$ cat src/rtl/dtm_pkg.sv
// Shared types, codes and helpers for the DNS transaction match table.
// Used by the core, controller and datapath; no dependencies.
package dtm_pkg;

    // Default table sizes
    localparam int TABLE_ENTRIES_DEF = 16;
    localparam int TOMB_ENTRIES_DEF  = 16;

    // Configuration reset values
    localparam logic [4:0]  LIMIT_RST   = 5'd16;
    localparam logic [31:0] TIMEOUT_RST = 32'd5000000;
    localparam logic [31:0] KEEP_RST    = 32'd15000000;

    // Configuration register indexes (byte address / 4)
    localparam logic [1:0] REG_LIMIT   = 2'd0;
    localparam logic [1:0] REG_TIMEOUT = 2'd1;
    localparam logic [1:0] REG_KEEP    = 2'd2;

    // Request opcodes
    localparam logic [2:0] OP_QUERY    = 3'd0;
    localparam logic [2:0] OP_RESPONSE = 3'd1;
    localparam logic [2:0] OP_SWEEP    = 3'd2;
    localparam logic [2:0] OP_EPOCH    = 3'd3;
    localparam logic [2:0] OP_CLEAR    = 3'd4;

    // Result kinds
    localparam logic [3:0] KIND_NEW       = 4'd0;
    localparam logic [3:0] KIND_RETRY     = 4'd1;
    localparam logic [3:0] KIND_FULL      = 4'd2;
    localparam logic [3:0] KIND_NOERROR   = 4'd3;
    localparam logic [3:0] KIND_SERVFAIL  = 4'd4;
    localparam logic [3:0] KIND_NXDOMAIN  = 4'd5;
    localparam logic [3:0] KIND_REFUSED   = 4'd6;
    localparam logic [3:0] KIND_TRUNC     = 4'd7;
    localparam logic [3:0] KIND_OTHER     = 4'd8;
    localparam logic [3:0] KIND_LATE      = 4'd9;
    localparam logic [3:0] KIND_UNMATCHED = 4'd10;
    localparam logic [3:0] KIND_AMBIG     = 4'd11;
    localparam logic [3:0] KIND_TIMEOUT   = 4'd12;
    localparam logic [3:0] KIND_SWEEPDONE = 4'd13;
    localparam logic [3:0] KIND_EPOCH_ADV = 4'd14;
    localparam logic [3:0] KIND_EPOCH_IGN = 4'd15;

    // DNS rcodes with a kind of their own
    localparam logic [3:0] RCODE_NOERROR  = 4'd0;
    localparam logic [3:0] RCODE_SERVFAIL = 4'd2;
    localparam logic [3:0] RCODE_NXDOMAIN = 4'd3;
    localparam logic [3:0] RCODE_REFUSED  = 4'd5;

    // Datapath actions; each but ACT_NONE loads one result
    typedef logic [3:0] t_act;
    localparam t_act ACT_NONE    = 4'd0;
    localparam t_act ACT_RETRY   = 4'd1;
    localparam t_act ACT_FULL    = 4'd2;
    localparam t_act ACT_NEW     = 4'd3;
    localparam t_act ACT_RESP    = 4'd4;
    localparam t_act ACT_AMBIG   = 4'd5;
    localparam t_act ACT_TOMBRES = 4'd6;
    localparam t_act ACT_SWPUT   = 4'd7;
    localparam t_act ACT_SWDONE  = 4'd8;
    localparam t_act ACT_EPOCH   = 4'd9;
    localparam t_act ACT_CLEAR   = 4'd10;

    typedef struct packed {
        logic [15:0] txid;
        logic [31:0] res;
        logic [31:0] cli;
        logic [15:0] port;
    } t_key;

    typedef struct packed {
        t_key        key;
        logic [47:0] first;
        logic [15:0] att;
        logic        part;
        logic [31:0] gen;
    } t_entry;

    typedef struct packed {
        t_key        key;
        logic [47:0] ts;
    } t_tomb;

    // Controller to datapath
    typedef struct packed {
        t_act act;
        logic cap;
        logic e_scan;
        logic t_scan;
        logic prune;
        logic key_ex;
        logic sw_rd;
        logic sw_cap;
        logic sw_inc;
    } t_cmd;

    // Datapath to controller
    typedef struct packed {
        logic out_free;
        logic e_done;
        logic t_done;
        logic ex_hit;
        logic cand_one;
        logic cand_multi;
        logic full;
        logic expire;
        logic sw_last;
    } t_sts;

    // Zero on either side is a wildcard
    function automatic logic field_ok(input logic [31:0] q, input logic [31:0] e);
        return (q == 32'd0) || (e == 32'd0) || (q == e);
    endfunction

    // Age clamped at zero
    function automatic logic [47:0] age_of(input logic [47:0] now, input logic [47:0] first);
        return (now >= first) ? (now - first) : 48'd0;
    endfunction

endpackage

$ cat src/rtl/dtm_ctrl.sv
// Sequencing state machine of the match table: scans, decisions, result issue.
// Depends on dtm_pkg; drives the datapath through t_cmd and reads t_sts.
module dtm_ctrl (
    input  logic          i_clk,
    input  logic          i_rst_n,
    input  logic          i_in_valid,
    input  logic [2:0]    i_op,
    input  dtm_pkg::t_sts i_sts,
    output logic          o_in_stall,
    output dtm_pkg::t_cmd o_cmd
);
    import dtm_pkg::*;

    localparam logic [4:0] S_IDLE     = 5'd0;
    localparam logic [4:0] S_ES_Q     = 5'd1;
    localparam logic [4:0] S_Q_DEC    = 5'd2;
    localparam logic [4:0] S_TS_Q     = 5'd3;
    localparam logic [4:0] S_Q_INS    = 5'd4;
    localparam logic [4:0] S_ES_R     = 5'd5;
    localparam logic [4:0] S_R_DEC    = 5'd6;
    localparam logic [4:0] S_TS_R     = 5'd7;
    localparam logic [4:0] S_R_TOMB   = 5'd8;
    localparam logic [4:0] S_TS_PRUNE = 5'd9;
    localparam logic [4:0] S_SW_RD    = 5'd10;
    localparam logic [4:0] S_SW_CHK   = 5'd11;
    localparam logic [4:0] S_TS_PUT   = 5'd12;
    localparam logic [4:0] S_SW_PUT   = 5'd13;
    localparam logic [4:0] S_SW_DONE  = 5'd14;
    localparam logic [4:0] S_EPOCH    = 5'd15;
    localparam logic [4:0] S_CLEAR    = 5'd16;

    logic [4:0] r_state, n_state;
    t_cmd       cmd;

    // State register
    always_ff @(posedge i_clk) begin
        if (!i_rst_n) begin
            r_state <= S_IDLE;
        end else begin
            r_state <= n_state;
        end
    end

    // Next state and commands
    always_comb begin
        n_state = r_state;
        cmd     = '0;
        unique case (r_state)
            S_IDLE: begin
                if (i_in_valid) begin
                    cmd.cap = 1'b1;
                    unique case (i_op)
                        OP_QUERY:    n_state = S_ES_Q;
                        OP_RESPONSE: n_state = S_ES_R;
                        OP_SWEEP:    n_state = S_TS_PRUNE;
                        OP_EPOCH:    n_state = S_EPOCH;
                        OP_CLEAR:    n_state = S_CLEAR;
                        default:     n_state = S_IDLE;
                    endcase
                end
            end
            // query: exact lookup, then retry, full or insert
            S_ES_Q: begin
                cmd.e_scan = 1'b1;
                if (i_sts.e_done) n_state = S_Q_DEC;
            end
            S_Q_DEC: begin
                if (i_sts.ex_hit) begin
                    if (i_sts.out_free) begin
                        cmd.act = ACT_RETRY;
                        n_state = S_IDLE;
                    end
                end else if (i_sts.full) begin
                    if (i_sts.out_free) begin
                        cmd.act = ACT_FULL;
                        n_state = S_IDLE;
                    end
                end else begin
                    n_state = S_TS_Q;
                end
            end
            S_TS_Q: begin
                cmd.t_scan = 1'b1;
                if (i_sts.t_done) n_state = S_Q_INS;
            end
            S_Q_INS: begin
                if (i_sts.out_free) begin
                    cmd.act = ACT_NEW;
                    n_state = S_IDLE;
                end
            end
            // response: exact or unique wildcard match, ambiguous, else tombstone lookup
            S_ES_R: begin
                cmd.e_scan = 1'b1;
                if (i_sts.e_done) n_state = S_R_DEC;
            end
            S_R_DEC: begin
                if (i_sts.ex_hit || i_sts.cand_one) begin
                    if (i_sts.out_free) begin
                        cmd.act = ACT_RESP;
                        n_state = S_IDLE;
                    end
                end else if (i_sts.cand_multi) begin
                    if (i_sts.out_free) begin
                        cmd.act = ACT_AMBIG;
                        n_state = S_IDLE;
                    end
                end else begin
                    n_state = S_TS_R;
                end
            end
            S_TS_R: begin
                cmd.t_scan = 1'b1;
                if (i_sts.t_done) n_state = S_R_TOMB;
            end
            S_R_TOMB: begin
                if (i_sts.out_free) begin
                    cmd.act = ACT_TOMBRES;
                    n_state = S_IDLE;
                end
            end
            // sweep: prune tombstones, then walk entries one by one
            S_TS_PRUNE: begin
                cmd.t_scan = 1'b1;
                cmd.prune  = 1'b1;
                if (i_sts.t_done) n_state = S_SW_RD;
            end
            S_SW_RD: begin
                cmd.sw_rd = 1'b1;
                n_state   = S_SW_CHK;
            end
            S_SW_CHK: begin
                cmd.sw_cap = 1'b1;
                if (i_sts.expire) begin
                    n_state = S_TS_PUT;
                end else begin
                    cmd.sw_inc = 1'b1;
                    n_state    = i_sts.sw_last ? S_SW_DONE : S_SW_RD;
                end
            end
            S_TS_PUT: begin
                cmd.t_scan = 1'b1;
                cmd.key_ex = 1'b1;
                if (i_sts.t_done) n_state = S_SW_PUT;
            end
            S_SW_PUT: begin
                if (i_sts.out_free) begin
                    cmd.act    = ACT_SWPUT;
                    cmd.sw_inc = 1'b1;
                    n_state    = i_sts.sw_last ? S_SW_DONE : S_SW_RD;
                end
            end
            S_SW_DONE: begin
                if (i_sts.out_free) begin
                    cmd.act = ACT_SWDONE;
                    n_state = S_IDLE;
                end
            end
            S_EPOCH: begin
                if (i_sts.out_free) begin
                    cmd.act = ACT_EPOCH;
                    n_state = S_IDLE;
                end
            end
            S_CLEAR: begin
                if (i_sts.out_free) begin
                    cmd.act = ACT_CLEAR;
                    n_state = S_IDLE;
                end
            end
            default: n_state = S_IDLE;
        endcase
    end

    assign o_in_stall = (r_state != S_IDLE);
    assign o_cmd      = cmd;
endmodule

$ cat config.mk
export PLATFORM = sky130hd
export DESIGN_NAME = dtm_ctrl
export DESIGN_NICKNAME = d
export VERILOG_FILES = /design/src/rtl/dtm_pkg.sv /design/src/rtl/dtm_ctrl.sv
export SDC_FILE = /design/constraint.sdc
export NUM_CORES = 1
export LEC_CHECK = 0
export ABC_AREA = 1
export BUFFER_PORTS_ARGS = -buffer_cell sky130_fd_sc_hd__clkbuf_2
export CAP_MARGIN = 20
export CORE_MARGIN = 2
export CORE_UTILIZATION = 26
export DETAILED_ROUTE_END_ITERATION = 10
export GPL_TIMING_DRIVEN = 0
export HOLD_SLACK_MARGIN = 0.1
export PLACE_DENSITY = 0.51
export SKIP_LAST_GASP = 1
export SYNTH_ARGS = -nofsm -noshare
export SYNTH_HDL_FRONTEND = slang
export SYNTH_SLANG_ARGS = --single-unit
$ cat constraint.sdc
create_clock -name i_clk -period 1.3 [get_ports i_clk]
set_clock_uncertainty 0.15 [all_clocks]
set_input_delay 0.13 -clock i_clk [delete_from_list [all_inputs] [get_ports i_clk]]
set_output_delay 0.13 -clock i_clk [all_outputs]
set_load 0.02 [all_outputs]
==> run summary <==
The run finished, with violations left. The final reports fail on negative setup slack. The initial antenna violation count is 0, and the routed length per placed instance is 12.4 um. The time the worst path needs with I/O delays and setup is 1680 ps, and the detailed-placement wirelength estimate is 2210 um. For the worst-skew pair, the clock arrives at the later sink with an insertion delay of 240 ps. Of the cells placed in the final design, the portion with a size suffix greater than 1 is 51.9%.

STA classifies the critical path endpoint as an output port. The adder-cell area share of the yosys netlist is 0%. Summing the areas of all compound-gate instances in the mapped netlist gives 10.4% of the synthesized area. The transition at the pin with the smallest max-transition slack was 549 ps. Counting distinct cell types in the post-synthesis netlist gives 24. For the placeable core region, the log shows 3100 sq um. r_state holds more flip-flops than any other register. The register with the most flip-flops in the layout has 5 of them. In the final layout, the registers with the most flip-flops are r_state x5. The number of nets in the synthesized netlist is 175.

The layout overhead on the synthesized area was 80.0%. The run gives 0 as the count of maximum capacitance violations. The share of Yosys cell area claimed by the top area cell type was 16.9%; the power consumption was 2.79 mW. The number of instances in the synthesized netlist is 160. By area the synthesized netlist is led by sky130_fd_sc_hd__nand2_1, sky130_fd_sc_hd__dfxtp_1, sky130_fd_sc_hd__nand3_1, sky130_fd_sc_hd__nor2_1, sky130_fd_sc_hd__inv_1. The first global-routing pass estimated 4960 um of wire. The tools report the clock root buffer as sky130_fd_sc_hd__clkbuf_4.

The routed via count was 1223; the vias per cell was 4.81. The number of iterations in the first detailed-routing pass was 4. The worst path setup slack after routing was -385 ps; the via count of the first global-routing pass was 1196.

Summing the areas of all and, or, nand and nor instances in the mapped netlist gives 64.0% of the synthesized area. During placement, the flow inserted port buffers numbering 27. The clock passes through at most 2 buffers. The CTS clock-pin slew for the worst setup and hold paths was 40 ps; the total I/O pin count was 28.

The data arrival time at the worst-slack endpoint was 1400 ps; the total number of yosys warnings was 0. The post-route non-filler standard cell count is 254. Entering global routing, the biggest net connects 11 pins.

The run gives 18 as the number of setup violations in the final report. For the sequential area share after synthesis, the log shows 11.5%. Global routing used 17.4% of the available tracks. For the cell area after placement, the log shows 1150 sq um. Before CTS, the worst setup slack after placement is -296 ps. Once layout is done, the placed cells without fillers occupy 1560 sq um. The synthesis-stage register bit count was 5; the leakage power was 0.772 nW. The tools report the fmax as 594 MHz. The power density over the cells was 1780 nW/um^2. Multiplexer cells account for 0% of the synthesized area. Routability-driven placement finished with a final weighted congestion of 0.848.

Each instance of the synthesized netlist takes up on average 5.43 sq um. The logs give 63 for the starting DRC count in detailed routing and 1 for the H-tree depth. The largest voltage drop on the vdd net came out at 0.000965 V. The top routing layer in use was met4. Measured along the x axis, the die boundary spans 61.8 um.

The post-route fraction of the period consumed by the critical path is 130%, and the routed length on met3 is 188 um. Clock tree synthesis inserted a total of 3 buffers. For this configuration, the core starts out at a cell density of 28.0%. The critical path class is reg2out.

TritonCTS built the clock tree. 0 antenna diodes ended up in the layout. After synthesis the cells add up to 868 sq um. In this run, placement finished with an instance count of 231. Wires add up to 3150 um. The logs give 0 for the total count of hold-check failures in the final report and 0 for the number of antenna-violating nets in the routed design. For the worst setup path, the data required time is 1020 ps. The sort of element at the start of the critical path is a register. In this run the vertical extent of the chip is 61.8 um. Summed over all layers, the global routing overflow is 0.

For the number of clock sinks seen by CTS, the log shows 5. After detailed routing, the wire length on met1 is 1290 um. The headroom to the max-slew limit is 63.4%. The die covers 3820 sq um. Setup repair after global routing could not meet its margin everywhere. The synthesized design spends more area on one cell type than any other, namely sky130_fd_sc_hd__nand2_1. The worst hold slack across all endpoints came out at 115 ps.

The net count of the finished layout is 226. By area, the combinational part of the netlist is dominated by simple AND/OR/NAND/NOR gates. The synthesized netlist devotes 0% of its cell area to XOR and XNOR gates. Row generation in the floorplan step produced 20 rows. The run gives 1650 um as the met2 layer wire length in the routed design. The class of the tightest hold or removal check was in2reg. The layout has 328 filler cells. The number of slew-limit violations in the final report is 0, and the DRC violation count after routing is 0. Largest fanout on the critical path: 6.
## path summary, 6_finish.rpt
check,depth (start not counted),slack (ps),startpoint,endpoint
worst max-delay path,8,-380,r_state[2],o_cmd[8]
worst min register to register,2,400,r_state[2],r_state[2]
worst min-delay path,4,110,i_op[0],r_state[4]
worst max register to register,8,-320,r_state[2],r_state[1]
## power by group
part	internal, mW	switching (mW)	leakage (nW)	total [mW]
logic	0.942	1.31	0.712	2.25
clock network	0.116	0.0609	0.0150	0.177
registers	0.229	0.134	0.0445	0.363
total	1.29	1.50	0.772	2.79
## critical path, cell delays in order (launching register included)
cell and delay (ps):
sky130_fd_sc_hd__dfxtp_4 370, sky130_fd_sc_hd__buf_4 150, sky130_fd_sc_hd__nand2_4 90, sky130_fd_sc_hd__inv_2 60, sky130_fd_sc_hd__nand3_2 80, sky130_fd_sc_hd__nand2_2 60, sky130_fd_sc_hd__a21oi_2 120, sky130_fd_sc_hd__nand3_2 80
sky130_fd_sc_hd__buf_8 130
## layer usage
layer  GRT usage, %  up-vias
met5              0        -
met4           9.12        0
met3           1.86        4
met2           29.0       42
met1           21.9      557
li1               -      620
## per-stage QoR
step	utilization (%)	TNS (ps)
detailed placement	37.1	-2430
CTS	45.7	-5630
finish	50.4	-5300
global route	50.4	-6700
global placement	37.1	-2670
floorplan	-	-596
## what timing repair did
| action | in CTS | in global routing |
|---|---|---|
| pin swaps | 10 | 14 |
| endpoints found under the setup margin | 18 | 18 |
| resized for setup | 36 | 39 |
| hold buffers | 3 | 0 |
| hold endpoints to repair | 5 | 0 |
| setup buffers | 11 | 6 |
## kinds of logic after synthesis
group                  after synthesis
buffers and inverters               29
AND/OR/NAND/NOR                    111
AO/OA/AOI/OAI                       15
flip-flops                           5
## synth_stat cells
master                      n
sky130_fd_sc_hd__buf_4      1
sky130_fd_sc_hd__a21oi_1    7
sky130_fd_sc_hd__dfxtp_1    5
sky130_fd_sc_hd__buf_6      1
sky130_fd_sc_hd__a211oi_2   1
sky130_fd_sc_hd__o211ai_1   2
sky130_fd_sc_hd__nand3_1   18
sky130_fd_sc_hd__nand3_4    1
sky130_fd_sc_hd__o21ai_1    2
sky130_fd_sc_hd__inv_1     19
sky130_fd_sc_hd__inv_4      1
sky130_fd_sc_hd__nor2_2     7
sky130_fd_sc_hd__o21ai_0    2
sky130_fd_sc_hd__nand2_4    1
sky130_fd_sc_hd__nor3_1     4
sky130_fd_sc_hd__clkbuf_1   1
sky130_fd_sc_hd__nand4_1    6
sky130_fd_sc_hd__nor2_1    24
sky130_fd_sc_hd__o21a_1     1
sky130_fd_sc_hd__nor2_4     3
sky130_fd_sc_hd__nand2_1   39
sky130_fd_sc_hd__nand2_2    4
sky130_fd_sc_hd__inv_2      6
sky130_fd_sc_hd__nand3_2    4
## placed cells by master (no fill, tap or decap), types with 4 or more instances in the layout
cell type / synthesis / final
sky130_fd_sc_hd__a21oi_1: 7 / 4
sky130_fd_sc_hd__buf_4: 1 / 16
sky130_fd_sc_hd__buf_6: 1 / 7
sky130_fd_sc_hd__clkbuf_2: 0 / 14
sky130_fd_sc_hd__clkbuf_4: 0 / 5
sky130_fd_sc_hd__dfxtp_4: 0 / 5
sky130_fd_sc_hd__inv_1: 19 / 17
sky130_fd_sc_hd__inv_2: 6 / 5
sky130_fd_sc_hd__nand2_1: 39 / 32
sky130_fd_sc_hd__nand2_2: 4 / 7
sky130_fd_sc_hd__nand2_4: 1 / 5
sky130_fd_sc_hd__nand3_1: 18 / 10
sky130_fd_sc_hd__nand3_2: 4 / 9
sky130_fd_sc_hd__nand3_4: 1 / 4
sky130_fd_sc_hd__nand4_1: 6 / 6
sky130_fd_sc_hd__nor2_1: 24 / 18
sky130_fd_sc_hd__nor2_4: 3 / 15
## cell type report
cell class / count / area [sq um] / area share [%]
clock buffers: 4 / 26.3 / 1.68
multi-input cells: 126 / 841 / 53.8
flip-flops and latches: 5 / 119 / 7.61
well taps: 44 / 55.1 / 3.52
inverters: 26 / 118 / 7.53
plain buffers: 2 / 18.8 / 1.20
repair buffers: 47 / 385 / 24.7
Power figures use the tool's default switching activity.
